[config.mk]
export PLATFORM = sky130hd
export DESIGN_NAME = crmm_ctrl
export DESIGN_NICKNAME = d
export VERILOG_FILES = /design/src/hw/rtl/crmm_pkg.sv /design/src/hw/rtl/crmm_ctrl.sv
export SDC_FILE = /design/constraint.sdc
export NUM_CORES = 1
export LEC_CHECK = 0
export ABC_AREA = 1
export BUFFER_PORTS_ARGS = -buffer_cell sky130_fd_sc_hd__buf_2
export CELL_PAD_IN_SITES_DETAIL_PLACEMENT = 0
export CELL_PAD_IN_SITES_GLOBAL_PLACEMENT = 1
export CORE_MARGIN = 2
export CORE_UTILIZATION = 40
export CTS_CLUSTER_SIZE = 24
export DETAILED_ROUTE_END_ITERATION = 12
export MAX_ROUTING_LAYER = met4
export PLACE_DENSITY = 0.88
export SYNTH_ARGS = -nofsm -noshare
export SYNTH_HDL_FRONTEND = slang
export SYNTH_SLANG_ARGS = --single-unit
[constraint.sdc]
create_clock -name clk -period 3.6 [get_ports clk]
set_input_delay 0.36 -clock clk [delete_from_list [all_inputs] [get_ports clk]]
set_output_delay 0.36 -clock clk [all_outputs]
set_load 0.01 [all_outputs]
[src/hw/rtl/crmm_pkg.sv]
// Shared types and constants for the centered running min/max unit.
package crmm_pkg;

	localparam int MAX_HW_DEF = 32;
	localparam int SMP_W      = 16;
	localparam int HW_W       = 6;

	localparam logic [HW_W-1:0] HW_RESET = 6'd1;

	// identity values for a running max / min
	localparam logic signed [SMP_W-1:0] HI_INIT = 16'sh8000;
	localparam logic signed [SMP_W-1:0] LO_INIT = 16'sh7fff;

	// partial result travelling down the cell row
	typedef struct packed {
		logic                    vld;
		logic                    last;
		logic signed [SMP_W-1:0] hi;
		logic signed [SMP_W-1:0] lo;
	} tok_t;

	typedef enum logic [1:0] {
		ST_IDLE,
		ST_ISSUE,
		ST_DRAIN
	} state_t;

endpackage

[src/hw/rtl/crmm_ctrl.sv]
// Sequencer: tracks fill level, issues one token per result, waits for the row to drain.
module crmm_ctrl #(
	parameter int MAX_HALF_WINDOW = crmm_pkg::MAX_HW_DEF,
	parameter int CW              = $clog2(2 * MAX_HALF_WINDOW + 2)
) (
	input  logic                          clk,
	input  logic                          arst_n,
	input  logic [crmm_pkg::HW_W-1:0]     half_window,
	input  logic                          s_tvalid,
	input  logic                          s_tlast,
	output logic                          s_tready,
	output logic                          shift_en,
	input  logic                          adv,
	input  logic                          done,
	output crmm_pkg::tok_t                inj,
	output logic [CW-1:0]                 inj_rem
);
	import crmm_pkg::*;

	localparam int DEPTH = 2 * MAX_HALF_WINDOW + 1;
	localparam logic [HW_W-1:0] MHW = HW_W'(MAX_HALF_WINDOW);

	state_t          state_q, state_d;
	logic [CW-1:0]   fill_q;
	logic [CW-1:0]   infl_q;
	logic [HW_W-1:0] win_q;
	logic [CW-1:0]   c_q;
	logic            fin_q;
	logic [CW-1:0]   a_q;

	logic [HW_W-1:0] hw_eff;
	logic [CW-1:0]   hw_ext;
	logic [CW-1:0]   hw_l;
	logic [CW-1:0]   first;
	logic [CW-1:0]   oldest;
	logic [CW-1:0]   reach;
	logic            take;
	logic            issue;

	assign hw_eff = (half_window > MHW) ? MHW : half_window;
	assign hw_ext = CW'(hw_eff);
	assign hw_l   = CW'(win_q);
	assign first  = (fill_q < hw_ext) ? fill_q : hw_ext;
	assign take   = (state_q == ST_IDLE) && s_tvalid;
	assign issue  = (state_q == ST_ISSUE) && adv;

	// window end for the current position, clipped at the sequence start and store depth
	always_comb begin
		reach  = a_q + hw_l;
		oldest = (reach < c_q) ? reach : c_q;
		if (oldest > CW'(DEPTH - 1)) oldest = CW'(DEPTH - 1);
	end

	always_comb begin
		state_d = state_q;
		unique case (state_q)
			ST_IDLE: begin
				if (s_tvalid && (s_tlast || fill_q >= hw_ext)) state_d = ST_ISSUE;
			end
			ST_ISSUE: begin
				if (adv && (!fin_q || a_q == '0)) state_d = ST_DRAIN;
			end
			ST_DRAIN: begin
				if (infl_q == '0) state_d = ST_IDLE;
			end
			default: state_d = ST_IDLE;
		endcase
	end

	always_comb begin
		s_tready = 1'b0;
		shift_en = 1'b0;
		inj.vld  = 1'b0;
		inj.last = fin_q && (a_q == '0);
		inj.hi   = HI_INIT;
		inj.lo   = LO_INIT;
		inj_rem  = oldest + CW'(1);
		unique case (state_q)
			ST_IDLE: begin
				s_tready = 1'b1;
				shift_en = s_tvalid;
			end
			ST_ISSUE: inj.vld = 1'b1;
			ST_DRAIN: ;
			default: ;
		endcase
	end

	always_ff @(posedge clk or negedge arst_n) begin
		if (!arst_n) begin
			state_q <= ST_IDLE;
			fill_q  <= '0;
			infl_q  <= '0;
		end else begin
			state_q <= state_d;
			infl_q  <= infl_q + CW'(issue) - CW'(done);
			if (take) begin
				if (s_tlast) fill_q <= '0;
				else if (fill_q != CW'(DEPTH)) fill_q <= fill_q + CW'(1);
			end
		end
	end

	always_ff @(posedge clk) begin
		if (take) begin
			win_q <= hw_eff;
			c_q   <= fill_q;
			fin_q <= s_tlast;
			a_q   <= s_tlast ? first : hw_ext;
		end else if (issue && a_q != '0) begin
			a_q <= a_q - CW'(1);
		end
	end

endmodule

; ---- After elaboration in Yosys (flattened, before gate mapping)
; Index checks and enable logic that the tools add are counted.
[classes]
eq_ne = 6
addsub = 6
order_cmp = 5
reduce_logical = 17
mux = 16
[ops]
columns = cell, count
row1 = $mux W7, 8
row2 = $add A7 B1 Y7 const B, 2
row3 = $logic_not A7 Y1, 2
row4 = $add A7 B1 Y7, 1
row5 = $add A7 B6 Y7, 1
row6 = $ge A7 B6 Y1, 1
row7 = $gt A7 B7 Y1 const B, 1
row8 = $lt A7 B6 Y1, 1
row9 = $lt A7 B7 Y1, 1
row10 = $ne A7 B7 Y1 const B, 1
row11 = $reduce_bool A7 Y1, 1
row12 = $sub A7 B1 Y7, 1
row13 = $sub A7 B1 Y7 const B, 1
row14 = $gt A6 B6 Y1 const B, 1
row15 = $logic_and A1 B1 Y1, 6
row16 = $mux W2, 3
row17 = $mux W6, 1
row18 = $pmux W2 S3, 1
row19 = $ne A2 B1 Y1 const B, 2
row20 = $reduce_bool A2 Y1, 2
row21 = $mux W1, 3
row22 = $reduce_and A3 Y1, 1
row23 = $eq A2 B1 Y1 const B, 1
row24 = $eq A2 B2 Y1 const B, 1
row25 = 5 further kinds, 6
[word_totals]
in_bits = 12
register_bits = 37

; ---- Longest topological paths before layout
[logic_depth]
ltp_word = 7
mapped_depth = 24

; ---- Worst setup path after synthesis
; No wires, ideal clock.
[synth_path]
kind = register -> output
start = register a_q[0]
end = output inj_rem[4]
stages_incl_launch_ff = 22
t_required_ns = 3.240
slack_ns = 0.201
arrival_time_ns = 3.039
cell_sequence = edfxtp_1 > ha_1 > fa_1 > nand3_1 > nand3_1 > nand2_1 > nand2_1 > ha_1 > nand2_1 > nand2_2 > inv_1 > nand2_1 > a21oi_1 > nand3_1 > nand2_1 > inv_1 > nor2_1 > ha_1 > inv_1 > nor2_1 > nand3_2 > o21ai_1
[synth_via]
elab_chain_cells = 6
[synth_lines]
columns = item, line
row1 = start: declaration, crmm_ctrl.sv:29  ; logic [CW-1:0] a_q;
row2 = start signal: assignment, crmm_ctrl.sv:109  ; a_q <= s_tlast ? first : hw_ext;
row3 = start signal: assignment, crmm_ctrl.sv:111  ; a_q <= a_q - CW'(1);
row4 = $add A7 B6 Y7 *, crmm_ctrl.sv:49  ; reach = a_q + hw_l;
row5 = $lt A7 B7 Y1, crmm_ctrl.sv:50  ; oldest = (reach < c_q) ? reach : c_q;
row6 = $mux W7 *, crmm_ctrl.sv:50
row7 = $gt A7 B7 Y1, crmm_ctrl.sv:51  ; if (oldest > CW'(DEPTH - 1)) oldest = CW'(DEPTH - 1);
row8 = $mux W7 *, crmm_ctrl.sv:51
row9 = $add A7 B1 Y7 *, crmm_ctrl.sv:77  ; inj_rem = oldest + CW'(1);
row10 = end: declaration, crmm_ctrl.sv:16  ; output logic [CW-1:0] inj_rem
; Every way passes the cells marked *; elsewhere a longest branch is shown, timed or not.

; ---- Final worst setup path
[layout_path]
start = register a_q[3]
end = output inj_rem[5]
; The elaborated chain is that of the path after synthesis.

==> impl_metrics.csv <==
group,metric,value,unit
outcome,status,"finished, violations left",
outcome,violations,"setup timing",
worst_setup_path,critical_path.max_fanout,6,
worst_setup_path,worstPathArrival,3.41,ns
global_routing,grt_pass1_vias,2363,
worst_setup_path,critPathBufInv,3,
route,drt_first_pass_iters,4,
job,drv_cap,0,
worst_setup_path,critPathTopFamily,"simple AND/OR/NAND/NOR gates",
timing,setup_tns,-0.678,ns
timing,skew,0.00545,ns
worst_setup_path,worstPathRequired,3.24,ns
timing,fin_crit,3.77,ns
global_routing,grt_start_max_net_pins,20,
synth,synthCells,385,
clock_network,cts_buffer_depth,2,
global_routing,grt_util_all_layers,16.0,%
finish,stdcell_area,3620,sq um
finish,drive_gt1_share,25.8,%
finish,fill_cells,701,
global_routing,gr-total-overflow,0,
finish,seqCellArea,1030,sq um
worst_setup_path,crit_chain,"ha_1, nand2_1, inv_1, nand3_2, nand4_1, nand2_2, ha_4, nand2_4, inv_4, a21oi_4, nand2_4, nand2_2, nand2_1, nor2_2, nand2_2, o21bai_4, nand3_2, nor2_1, nand2_1, nand2_1, buf_2",
worst_setup_path,cp_slowest_cell,"edfxtp_1",
synth,netlist_area,3050,sq um
route,drcViolationCount,0,
route,vias_per_cell,4.74,
clock_network,clk_latency,0.30,ns
worst_setup_path,crit_type,"reg -> out",
place,dpl.cell_count,505,
place,postPlaceCellArea,3180,sq um
timing,setup_viol_count_final,5,
timing,fmax,265,MHz
route,num_vias,2495,
timing,rsz0062_at_grt,"yes",
synth,syn_avg_cell_area,7.92,sq um
route,routedWlPerCell,12.5,um
die,start_util,41.6,%
die,die_x,91.3,um
finish,fin_cells,526,
place,gp_congestion,0.842,
worst_setup_path,path_common_cell,"nand2_1",
synth,synth_seq_area_share,33.8,%
timing,maxSlewViolCount,0,
die,ios,55,
synth,ys_ff_latch,37,
worst_setup_path,endpoint_kind,"primary output",
timing,finalWorstSetupSlack,-0.168,ns
place,hpwl,4700,um
finish,multi_input_area,1880,sq um
route,wirelength,6590,um
clock_network,root_buffer,"clkbuf_8",
die,fp.dieH,91.3,um
worst_setup_path,cp-start-kind,"flip-flop",
route,drtIter0Drc,97,
clock_network,clkSinkCount,37,
die,die_area,8340,sq um
clock_network,h-tree-depth,2,
clock_network,cts_tree,"yes",
global_routing,antenna_found_initial,0,
finish,area_growth_syn_to_layout,18.7,%
die,num_rows,31,
synth,synth_warnings,0,
finish,nets,472,
finish,diodes,0,
worst_setup_path,cpPeakStageDelay,0.45,ns
global_routing,grt_pass1_wl,10500,um
min_path,hp-class,"in -> reg",
place,portBuffers,22,
route,ant_nets,0,
clock_network,numCtsBuffers,5,
clock_network,clk_pin_slew_worst_paths,0.07,ns
timing,fin_crit_sh,105,%
synth,synth_cell_types,38,
timing,hold_violations,0,
die,core_area,7330,sq um
-- what timing repair did --
item,in CTS,in global routing
gates resized for setup,39,20
hold endpoints to repair,16,0
buffers inserted,9,4
pin swaps,23,22
endpoints found under the setup margin,5,6
hold buffers,1,0
-- synthesized netlist by cell type --
| master | count | area (sq um) |
|---|---|---|
| inv_1 | 65 | 244 |
| o22ai_1 | 1 | 6.26 |
| or2_2 | 1 | 6.26 |
| clkbuf_1 | 3 | 11.3 |
| buf_4 | 32 | 240 |
| inv_2 | 2 | 7.51 |
| conb_1 | 2 | 7.51 |
| nand3_1 | 22 | 110 |
| nor3b_1 | 2 | 15.0 |
| o21ai_1 | 2 | 10.0 |
| a21o_1 | 1 | 7.51 |
| o21bai_1 | 1 | 7.51 |
| a31oi_1 | 1 | 6.26 |
| a21oi_4 | 1 | 16.3 |
| dfrtp_1 | 16 | 400 |
| fa_1 | 2 | 40.0 |
| nand3b_1 | 2 | 15.0 |
| and3_1 | 2 | 12.5 |
| nor2_2 | 3 | 18.8 |
| nor3_1 | 4 | 20.0 |
| o21bai_4 | 1 | 18.8 |
| a21boi_0 | 1 | 7.51 |
| a211oi_1 | 1 | 7.51 |
| xnor2_1 | 2 | 17.5 |
| nor4_1 | 1 | 6.26 |
| o21ai_0 | 18 | 90.1 |
| a2bb2oi_1 | 1 | 8.76 |
| nor3_2 | 1 | 10.0 |
| ha_1 | 32 | 400 |
| nand2_2 | 7 | 43.8 |
| nor2_1 | 22 | 82.6 |
| a21oi_1 | 19 | 95.1 |
| nand2_1 | 76 | 285 |
| edfxtp_1 | 21 | 631 |
| xor2_1 | 8 | 70.1 |
| nand4_1 | 5 | 31.3 |
| nand2_4 | 2 | 22.5 |
| nand3_2 | 2 | 20.0 |
-- area by class of cell --
| type | count | area share, % |
|---|---|---|
| tap | 99 | 3.42 |
| clock buffer | 8 | 2.49 |
| multi-input combinational | 276 | 51.9 |
| sequential | 37 | 28.5 |
| inverter | 67 | 7.01 |
| timing repair buffer | 39 | 6.74 |
-- path summary, 6_finish.rpt --
| check | startpoint | end | slack [ns] | cells past startpoint |
|---|---|---|---|---|
| setup / recovery | a_q[3] | inj_rem[5] | -0.17 | 21 |
| hold / removal | s_tlast | fin_q | 0.28 | 1 |
| setup reg to reg | state_q[1] | infl_q[6] | 1.09 | 14 |
| hold reg to reg | infl_q[0] | infl_q[0] | 0.51 | 1 |
| max in group asynchronous | arst_n | state_q[0] | 2.83 | 2 |
| min in group asynchronous | arst_n | infl_q[2] | 0.50 | 2 |
-- worst register-to-register path: stages (launching register included) --
cell and delay [ns]:
dfrtp_1 0.41, nor2_1 0.22, nand2_1 0.09, ha_1 0.27, inv_1 0.05, ha_1 0.13
inv_1 0.06, fa_1 0.40, inv_1 0.08, a21oi_1 0.06, o21bai_1 0.20, nand2_1 0.08
a21oi_1 0.14, nor2_1 0.06, xor2_1 0.14
-- sequential cells by signal, indices dropped and copies added (netlist names) --
signal,flops
c_q,7
win_q,6
infl_q,7
state_q,2
fin_q,1
a_q,7
fill_q,7
-- per-layer routing --
layer | part of all wire [%] | vias to the layer above | global-route usage [%] | wire [um]
met2 | 53 | 51 | 27.3 | 3520
met4 | 0.99 | 0 | 3.66 | 65
met3 | 3.1 | 6 | 3.57 | 202
li1 | - | 1258 | - | -
met1 | 42 | 1180 | 19.2 | 2800
met5 | 0 | - | - | 0
-- logic make-up (layout without fill, tap and decap cells) --
| family | count (synthesis) | count (layout) | synth area share, % |
|---|---|---|---|
| xor gates and xnor gates | 10 | 10 | 2.87 |
| and+or+nand+nor | 152 | 152 | 22.9 |
| buffers and inverters | 102 | 114 | 16.5 |
| adders and majority gates | 34 | 34 | 14.4 |
| AOI/OAI and AO/OA | 48 | 48 | 9.23 |
| DFF | 37 | 37 | 33.8 |
| other | 2 | 32 | 0.246 |
-- layout by cell type (no fill, tap or decap), types with 2 or more instances in the layout --
| cell type | instances |
|---|---|
| clkbuf_8 | 6 |
| nand2_1 | 57 |
| nor3b_1 | 2 |
| o21ai_0 | 18 |
| nand2_4 | 5 |
| dfrtp_1 | 16 |
| xnor2_1 | 2 |
| nand3b_1 | 2 |
| inv_1 | 60 |
| nor2_4 | 3 |
| o21ai_1 | 2 |
| a21oi_1 | 17 |
| clkbuf_1 | 2 |
| edfxtp_1 | 21 |
| nand2_2 | 23 |
| ha_1 | 25 |
| buf_2 | 22 |
| nand3_2 | 10 |
| conb_1 | 32 |
| nor2_1 | 19 |
| nand4_1 | 5 |
| nor2_2 | 3 |
| a21oi_4 | 2 |
| buf_4 | 15 |
| nand3_1 | 14 |
| and3_1 | 2 |
| ha_4 | 7 |
| xor2_1 | 7 |
| nor3_1 | 4 |
| inv_2 | 6 |
-- through the flow --
stage	util, %	worst slack (ns)	hold slack (ns)
2_1_floorplan	-	0.201	0.0644
4_1_cts	47.8	-0.0806	0.273
3_5_place_dp	43.3	0.00625	0.298
6_report	49.4	-0.168	0.278
3_3_place_gp	43.3	0.113	0.292
5_1_grt	49.4	-0.343	0.272
Power is not shown: default switching activity piles up to over one toggle a cycle in this logic, so the estimate is an artifact.
