==> src/hw/rtl/crmm_pkg.sv <==
// Shared types and constants for the centered running min/max unit.
package crmm_pkg;

	localparam int MAX_HW_DEF = 32;
	localparam int SMP_W      = 16;
	localparam int HW_W       = 6;

	localparam logic [HW_W-1:0] HW_RESET = 6'd1;

	// identity values for a running max / min
	localparam logic signed [SMP_W-1:0] HI_INIT = 16'sh8000;
	localparam logic signed [SMP_W-1:0] LO_INIT = 16'sh7fff;

	// partial result travelling down the cell row
	typedef struct packed {
		logic                    vld;
		logic                    last;
		logic signed [SMP_W-1:0] hi;
		logic signed [SMP_W-1:0] lo;
	} tok_t;

	typedef enum logic [1:0] {
		ST_IDLE,
		ST_ISSUE,
		ST_DRAIN
	} state_t;

endpackage

==> src/hw/rtl/crmm_cell.sv <==
// One cell of the sample row: holds one sample and folds it into a passing token.
module crmm_cell #(
	parameter int CW = 7
) (
	input  logic                                    clk,
	input  logic                                    arst_n,
	input  logic                                    shift_en,
	input  logic signed [crmm_pkg::SMP_W-1:0]       smp_in,
	output logic signed [crmm_pkg::SMP_W-1:0]       smp_out,
	input  logic                                    adv,
	input  crmm_pkg::tok_t                          tok_in,
	input  logic [CW-1:0]                           rem_in,
	output crmm_pkg::tok_t                          tok_out,
	output logic [CW-1:0]                           rem_out
);
	import crmm_pkg::*;

	logic signed [SMP_W-1:0] smp_q;
	logic                    vld_q;
	tok_t                    tok_q;
	logic [CW-1:0]           rem_q;
	tok_t                    tok_d;
	logic [CW-1:0]           rem_d;

	// rem counts samples still to include, starting from this cell
	always_comb begin
		tok_d = tok_in;
		rem_d = rem_in;
		if (rem_in != '0) begin
			if (smp_q > tok_in.hi) tok_d.hi = smp_q;
			if (smp_q < tok_in.lo) tok_d.lo = smp_q;
			rem_d = rem_in - CW'(1);
		end
	end

	always_ff @(posedge clk) begin
		if (shift_en) smp_q <= smp_in;
	end

	always_ff @(posedge clk or negedge arst_n) begin
		if (!arst_n) begin
			vld_q <= 1'b0;
		end else if (adv) begin
			vld_q <= tok_in.vld;
		end
	end

	always_ff @(posedge clk) begin
		if (adv) begin
			tok_q <= tok_d;
			rem_q <= rem_d;
		end
	end

	always_comb begin
		tok_out     = tok_q;
		tok_out.vld = vld_q;
	end

	assign smp_out = smp_q;
	assign rem_out = rem_q;

endmodule

==> config.mk <==
export PLATFORM = sky130hd
export DESIGN_NAME = crmm_cell
export DESIGN_NICKNAME = d
export VERILOG_FILES = /design/src/hw/rtl/crmm_pkg.sv /design/src/hw/rtl/crmm_cell.sv
export SDC_FILE = /design/constraint.sdc
export NUM_CORES = 1
export LEC_CHECK = 0
export ABC_AREA = 1
export ABC_CLOCK_PERIOD_IN_PS = 2900
export CORE_MARGIN = 10
export CORE_UTILIZATION = 50
export DETAILED_ROUTE_END_ITERATION = 16
export DONT_BUFFER_PORTS = 1
export PLACE_DENSITY_LB_ADDON = 0.25
export SYNTH_ARGS = -nofsm -noshare
export SYNTH_HDL_FRONTEND = slang
export SYNTH_SLANG_ARGS = --single-unit
==> constraint.sdc <==
create_clock -name clk -period 2.9 [get_ports clk]
set_input_delay 0.145 -clock clk [delete_from_list [all_inputs] [get_ports clk]]
set_output_delay 0.145 -clock clk [all_outputs]
set_load 0.02 [all_outputs]
-- Yosys cells after proc, flatten, opt, wreduce, memory -nomap -nowiden
Cells that the tools add are included.
- register bits after elaboration: 57
- latch bits: 0
- memory bits (writable): 0
- bits in read-only memories: 0
- output and inout port bits: 57
- memories: 0
- add/subtract/negate cells: 1
- multipliers: 0
- divide/modulo/power cells: 0
- magnitude comparators: 2
- eq/ne operators: 0
- shifts and indexed selects: 0
- muxes and demuxes: 4
- bitwise logic cells: 0
- reduce and logical (&&, ||, !) cells: 1
- operators by type and width (kind ; count):
    $mux W16 ; 2
    $mux W32 ; 1
    $gt A16 B16 Y1 ; 1
    $lt A16 B16 Y1 ; 1
    $mux W7 ; 1
    $reduce_bool A7 Y1 ; 1
    $sub A7 B1 Y7 const B ; 1

-- Longest topological paths before layout
Gate-level depths: netlist of the first run.
- depth in word-level cells: 3
- gate-level depth with buffers: 15
- gate-level depth less buffers: 14

-- Worst setup path after synthesis of the first run
OpenSTA, ideal clock, no wires.
- path kind: reg-to-reg
- start point: register smp_q[5] (netlist: smp_out[5])
- end point: register tok_q (netlist bit tok_out[10]), data pin
- arrival time: 1.818 ns
- path slack: 0.828 ns
- cell stages (with the launch flop): 13
- period minus slack after synthesis: 2.072 ns
- cell sequence: edfxtp_1 ha_1 a21oi_1 nor2_1 nor3_1 nand2_1 nand2_2 nand2_2 nand2_2 nand3_4 buf_8 nand2_2 nand2_1
- RTL lines (item ; line ; RTL):
    from (decl) ; crmm_cell.sv:18 ; logic signed [SMP_W-1:0] smp_q;
    from (signal assigned) ; crmm_cell.sv:37 ; if (shift_en) smp_q <= smp_in;
    to (signal assigned) ; crmm_cell.sv:50 ; tok_q <= tok_d;
    to (decl) ; crmm_cell.sv:20 ; tok_t tok_q;

==> impl_metrics.ini, run 1 <==
[status]
status = finished, final reports clean

[setup_path]
timing.critical_path.slowest_cell_delay_ns = 0.57
critPathKind = register to register
required_time_at_the_endpoint_of_the_critical_path_ns = 2.98
reg2reg_slack_ns = 0.45
crit_path_top_delay_cell = edfxtp_1
crit-reg2reg-launch = smp_out[9]$_DFFE_PP_
worstPathArrival_ns = 2.54
max_fo_critical_path = 16
worst_r2r_endpoint = tok_out[0]$_DFFE_PP_
launching_element_type_of_the_critical_path = register
r2r_cells = 11
critPathCaptureType = register
worst_path_most_repeated_cell = nand2_1
path_cells = ha_1 -> nand2_1 -> inv_1 -> o21bai_1 -> a21oi_2 -> nor2_4 -> nand2_2 -> nand2_2 -> nand3_4 -> nand2_1 -> nand2_1

[global_route]
groute.layer.met1.usage = 0.189
groute.layer.met2.usage = 0.270
top_usage_layer = met2
antenna_violations_before_repair = 0
globalRouteTotalUtil = 0.164
grt_pass1_wl_mm = 13.1
gr-usage-met3 = 0.0567
grt_overflow = 0
number_of_global_route_vias_before_repair = 2563
grt_start_max_net_pins = 42

[sta]
post-route-period-util = 0.846
maxSlewViolCount = 0
rsz0062_at_grt = no
fmax_ghz = 0.408
finClkSkew_ns = 0.0101
setup-violations-final = 0
timing_worst_slew_pin_value_ns = 0.652
slew_headroom = 0.564
final.setup.tns_ns = 0
report.final.hold_viol_count = 0
finalWorstPathRequiredPeriod_ns = 2.45

[pwr]
power.ir.vdd_worst_uv = 348
power_leakage_uw = 0.00187
power_per_cell_area_nw_per_um2 = 564
p_total_uw = 2310

[die]
fp.dieW_um = 102
die_area_sq_um = 10400
dieHeight_um = 102
fp-row-count = 29
io_pins = 118
initial_utilization = 0.523
fp.coreArea_sq_um = 6420

[placement]
numPortBuffers = 0
dp_hpwl_mm = 6.36
gp_congestion = 0.872

[final_layout]
seqCellArea_sq_um = 1710
drive_above_1_share = 0.122
layout.cells.most_common_list = 86 x nand2_1, 56 x edfxtp_1, 50 x dlygate4sd3_1
synthToLayoutAreaGrowth_pct = 21.9
inserted_diodes = 0
multiInputGateArea_sq_um = 1410
fillCellCount = 511
mostFrequentLayoutCell = nand2_1
layout.nets = 483

[yosys]
syn_inst = 335
seq_area_frac_synth = 0.508
synth-async-reset-ratio = 0.0175
postSynthAreaPerCell_sq_um = 10.0
syn_area_sq_um = 3360
synth_enable_flop_cells = 56
post-synth-top-area-cell = edfxtp_1
syn_nets = 429
synth.ff_latch_count = 57
synth_top_cells_by_area = edfxtp_1 50%, ha_1 12%, nand2_1 9.6%, nand4_1 6.0%, inv_1 4.9%
synth_top_area_share = 0.501
ys_warn_count = 0
synth_cell_type_count = 32
dominantRegCellSynth = edfxtp_1

[detailed_routing]
drt_first_iter_violations = 59
post_drt_wl_per_cell_um = 17.8
route.vias.total = 2492
drcViolationCount = 0
avgViaCountPerCell = 5.30
aggregate_routed_wire_length_mm = 8.39
antenna_violating_nets_remaining = 0
dr.pass1.iters = 4

[clocking]
cts_tree = built
cts_sinks = 57
cts-root-buf = clkbuf_8
number_of_buffers_created_by_cts = 9
worst_skew_pair.late_latency_ns = 0.34
ctsLongestPathBuffers = 2
cts_post_setup_buffers_inserted = 0
htree_num_levels = 3
cts.repair.resized = 0
total_of_hold_buffers_inserted_after_clock_tree_synthesis = 51
path_clk_slew_ns = 0.07

[worst_hold_path]
min-delay-path-class = primary input to asynchronous set/reset pin

[job]
drv_cap = 0
## sequential cells by signal (all words and copies together) (netlist names)
register and cells:
rem_out 7, tok_out 33, vld_q 1, smp_out 16
## synth_stat cells, types with 2 or more instances
cell type	number
nand3_2	2
inv_1	44
nand3_4	3
buf_4	2
o21ai_1	2
o21bai_1	2
xor2_1	2
ha_1	33
nor2_1	10
nand2_1	86
or2_2	3
nor2_2	2
a21oi_1	16
nand4_1	32
nand2_2	14
buf_2	5
edfxtp_1	56
o21ai_0	5
inv_2	3
## cells by family after synthesis
family	Yosys count	share of synthesized area
adder cells (fa/ha/maj)	33	0.123
XOR/XNOR	2	0.00522
multiplexers	1	0.00335
AO/OA/AOI/OAI	28	0.0499
AND/OR/NAND/NOR	157	0.237
buffers and inverters	57	0.0734
flip-flops	57	0.508
## power breakdown
group          internal, uW  total (uW)  switching, uW  leakage (uW)
registers              1040        1220            181      0.000564
logic                   176         414            238       0.00122
clock network           383         677            295     0.0000910
## layout make-up
cell class / instances / area share
clock buffers: 10 / 0.0312
clock inverters: 5 / 0.0116
inverters: 47 / 0.0431
multi-input cells: 221 / 0.343
flip-flops and latches: 57 / 0.417
well taps: 77 / 0.0235
repair buffers: 53 / 0.131
## through the flow
step	cells	area [sq um]	worst slack, ns	util	hold WS (ns)
floorplan	335	3360	0.828	-	-0.151
global placement	404	3400	0.513	0.529	-0.151
detailed placement	404	3400	0.440	0.529	-0.151
CTS	470	4100	0.440	0.638	0.00543
global route	470	4100	0.233	0.638	0.00372
finish	470	4100	0.447	0.638	0.0193
## worst max path at each step
stage / start / to / slack [ns] / depth (start not counted)
3_3_place_gp: smp_out[11]$_DFFE_PP_ / tok_out[25]$_DFFE_PP_ / 0.51 / 10
4_1_cts: smp_out[9]$_DFFE_PP_ / tok_out[0]$_DFFE_PP_ / 0.44 / 11
5_1_grt: smp_out[5]$_DFFE_PP_ / tok_out[0]$_DFFE_PP_ / 0.23 / 11
3_5_place_dp: smp_out[9]$_DFFE_PP_ / tok_out[0]$_DFFE_PP_ / 0.44 / 11
6_report: smp_out[9]$_DFFE_PP_ / tok_out[0]$_DFFE_PP_ / 0.45 / 11
2_1_floorplan: smp_out[5]$_DFFE_PP_ / tok_out[10]$_DFFE_PP_ / 0.83 / 12
## metal layers
metal,share of wire,vias to the layer above,wire (um)
met5,0,-,0
met4,0.011,0,91
met3,0.078,9,656
met2,0.48,100,4060
met1,0.43,1124,3570
li1,-,1259,-
## critical path, delay by kind of cell, from the launching register on
kind,cells,cell delay (ns)
simple gates,7,0.97
flops,1,0.57
fa+ha+maj,1,0.39
compound gates,2,0.23
buf+inv,1,0.04
(Power assumes the default switching activity.)
==> run 2: changes to the inputs <==
- ABC_AREA: 1 -> 0
- ABC_CLOCK_PERIOD_IN_PS: 2900 -> 1990
- clock period: 2.9 -> 1.99 ns (I/O delays scaled with it)
==> run 2 against run 1 <==
The run now ends with setup timing left. Sequential share of layout area is 4.3 points lower. Worst setup slack got worse by 1.2 ns. Clock skew fell by 0.0012 ns. Power grew 51%. Sequential power rose by 35%. Combinational power increased by 110%. Clock-buffer cell count increased by 2. Final cell count is 12% lower. Wire length grew 11%. Fmax shrank 10%. Die area down 5.5%. Worst hold slack improved by 0.094 ns.
==> impl_metrics.ini, run 2 <==
[setup_path]
required_time_at_the_endpoint_of_the_critical_path_ns = 2.07
launching_element_type_of_the_critical_path = register
max_fo_critical_path = 8
worstPathArrival_ns = 2.82
critPathKind = register to register
critPathCaptureType = register

[status]
status = finished, violations left
failed_checks = setup timing

[clocking]
cts_sinks = 57
number_of_buffers_created_by_cts = 9
htree_num_levels = 3
path_clk_slew_ns = 0.06
worst_skew_pair.late_latency_ns = 0.33
cts-root-buf = clkbuf_8
ctsLongestPathBuffers = 2
cts_tree = built

[final_layout]
largest_register_ff_count = 33
layout.nets = 428
inserted_diodes = 0
fillCellCount = 351
final-instance-count-excl-fill = 414
drive_above_1_share = 0.304
layout.cells.most_common_list = 60 x dlygate4sd3_1, 56 x edfxtp_1, 35 x inv_1
synthToLayoutAreaGrowth_pct = 46.0
util_after_layout = 0.763
mostFrequentLayoutCell = dlygate4sd3_1

[detailed_routing]
dr.pass1.iters = 4
drt_first_iter_violations = 90
drcViolationCount = 0
aggregate_routed_wire_length_mm = 9.27
post_drt_wl_per_cell_um = 22.4
antenna_violating_nets_remaining = 0
route.vias.total = 2243
avgViaCountPerCell = 5.42

[yosys]
ys_warn_count = 0
post-synth-top-area-cell = edfxtp_1
dominantRegCellSynth = edfxtp_1
synth.ff_latch_count = 57
synth_cell_type_count = 37
syn_nets = 327
synth.most_common_cell = edfxtp_1
synth_top_cells_by_area = edfxtp_1 54%, ha_1 13%, mux2_2 12%, inv_1 4.2%, a21o_1 1.4%
postSynthAreaPerCell_sq_um = 13.4
syn_inst = 233
synth-async-reset-ratio = 0.0175
synth_top_area_share = 0.537
ys_top_cells_by_count = 56 x edfxtp_1, 35 x inv_1, 33 x ha_1, 32 x mux2_2
syn_area_sq_um = 3130
synth_enable_flop_cells = 56
seq_area_frac_synth = 0.545

[sta]
timing.final.ws_setup_ns = -0.745
setup-violations-final = 32
hold-worst-slack_ns = 0.114
report.final.hold_viol_count = 0
timing_worst_slew_pin_value_ns = 0.891
rsz0062_at_grt = yes
maxSlewViolCount = 0
post-route-period-util = 1.37
finalWorstPathRequiredPeriod_ns = 2.74
fmax_ghz = 0.366
finClkSkew_ns = 0.00883
slew_headroom = 0.404

[pwr]
share_seq_of_total_power = 0.476
power_per_cell_area_nw_per_um2 = 760
power.ir.vdd_worst_uv = 569
power.share.clock = 0.269
cell_internal_pwr_uw = 2460
power.combinational.fraction = 0.255
sw_frac_of_total = 0.292
p_total_uw = 3470
power_spent_charging_and_discharging_nets_uw = 1010
power_leakage_uw = 0.00198

[die]
io_pins = 118
initial_utilization = 0.522
fp.coreArea_sq_um = 5990
fp.dieW_um = 99.1
dieHeight_um = 99.1
die_area_sq_um = 9820
fp-row-count = 28

[placement]
dp_slack_ns = -0.792
gp_congestion = 0.771
dp_hpwl_mm = 6.15
numPortBuffers = 0
place.detailed.instances = 329

[global_route]
globalRouteTotalUtil = 0.187
grt_overflow = 0
antenna_violations_before_repair = 0
number_of_global_route_vias_before_repair = 2628
grt_start_max_net_pins = 42
grt_pass1_wl_mm = 14.3

[job]
drv_cap = 0

[worst_hold_path]
min-delay-path-class = primary input to register
run 2: changes by cell type in the layout (fill, tap and decap cells not counted), moves of 4 or more:
cell / change
a21oi_1: -10
nand2_2: -14
dlygate4sd3_1: +10
nand2_1: -83
ha_4: +8
ha_1: -8
nand4_1: -29
inv_1: -9
nand3_1: +4
buf_4: +24
mux2_4: +31
a21o_1: +6
buf_6: +6
run 2: what timing repair did:
item                                    CTS  global route
pin swaps                                11             8
hold endpoints to repair                114             0
endpoints found under the setup margin   32            32
gates resized for setup                  39            13
setup buffers                             5             5
hold buffers                             61             0
gates cloned                              1             0
run 2: power by group through the flow:
stage	clock (uW)	combinational, uW	sequential [uW]
2_1_floorplan	0	392	1690
4_1_cts	950	857	1660
5_1_grt	1010	949	1670
3_3_place_gp	0	565	1680
3_5_place_dp	0	585	1680
6_report	934	887	1650
run 2: critical path: stages, from the launching register on:
cell and delay, ns:
edfxtp_1 0.41, buf_6 0.14, ha_4 0.21, and3_4 0.17
a221oi_4 0.32, o31ai_4 0.15, a2111oi_4 0.39, o21ba_4 0.22
buf_12 0.16, mux2_4 0.31
run 2: path summary, 6_finish.rpt:
check / endpoint / depth (start not counted) / startpoint / slack (ns)
max: tok_out[5]$_DFFE_PP_ / 9 / smp_out[4]$_DFFE_PP_ / -0.75
min: rem_out[6]$_DFFE_PP_ / 2 / rem_in[5] / 0.11
max reg2reg: tok_out[5]$_DFFE_PP_ / 9 / smp_out[4]$_DFFE_PP_ / -0.75
min reg2reg: vld_q$_DFFE_PN0P_ / 1 / vld_q$_DFFE_PN0P_ / 0.67
max in group asynchronous: vld_q$_DFFE_PN0P_ / 2 / arst_n / 1.38
min in group asynchronous: vld_q$_DFFE_PN0P_ / 2 / arst_n / 0.51
run 2: cell type report:
cell class / instances / area (sq um) / share of cell area
multi-input combinational: 136 / 1550 / 0.339
clock inverter: 4 / 20.0 / 0.00438
tap: 75 / 93.8 / 0.0205
clock buffer: 12 / 145 / 0.0318
timing repair buffer: 95 / 923 / 0.202
sequential: 57 / 1710 / 0.373
inverter: 35 / 131 / 0.0288
run 2: through the flow:
stage                     cell area, sq um  setup TNS, ns
after floorplan                       3210         -23.01
after global placement                3460         -19.62
after detailed placement              3460         -22.36
after CTS                             4510         -19.82
after global routing                  4570         -24.93
final                                 4570         -22.29
run 2: kinds of logic after synthesis:
family | Yosys count | synth area share
fa+ha+maj | 33 | 0.132
flops | 57 | 0.545
simple gates | 36 | 0.0656
mux | 33 | 0.119
compound gates | 29 | 0.0688
xor+xnor | 5 | 0.0140
buf+inv | 40 | 0.0556
run 2: layer usage:
layer / vias to the layer above / GRT usage / wire (um)
li1: 1066 / - / -
met1: 1063 / 0.197 / 3510
met2: 104 / 0.322 / 4680
met3: 10 / 0.0844 / 930
met4: 0 / 0.0628 / 145
met5: - / 0 / 0
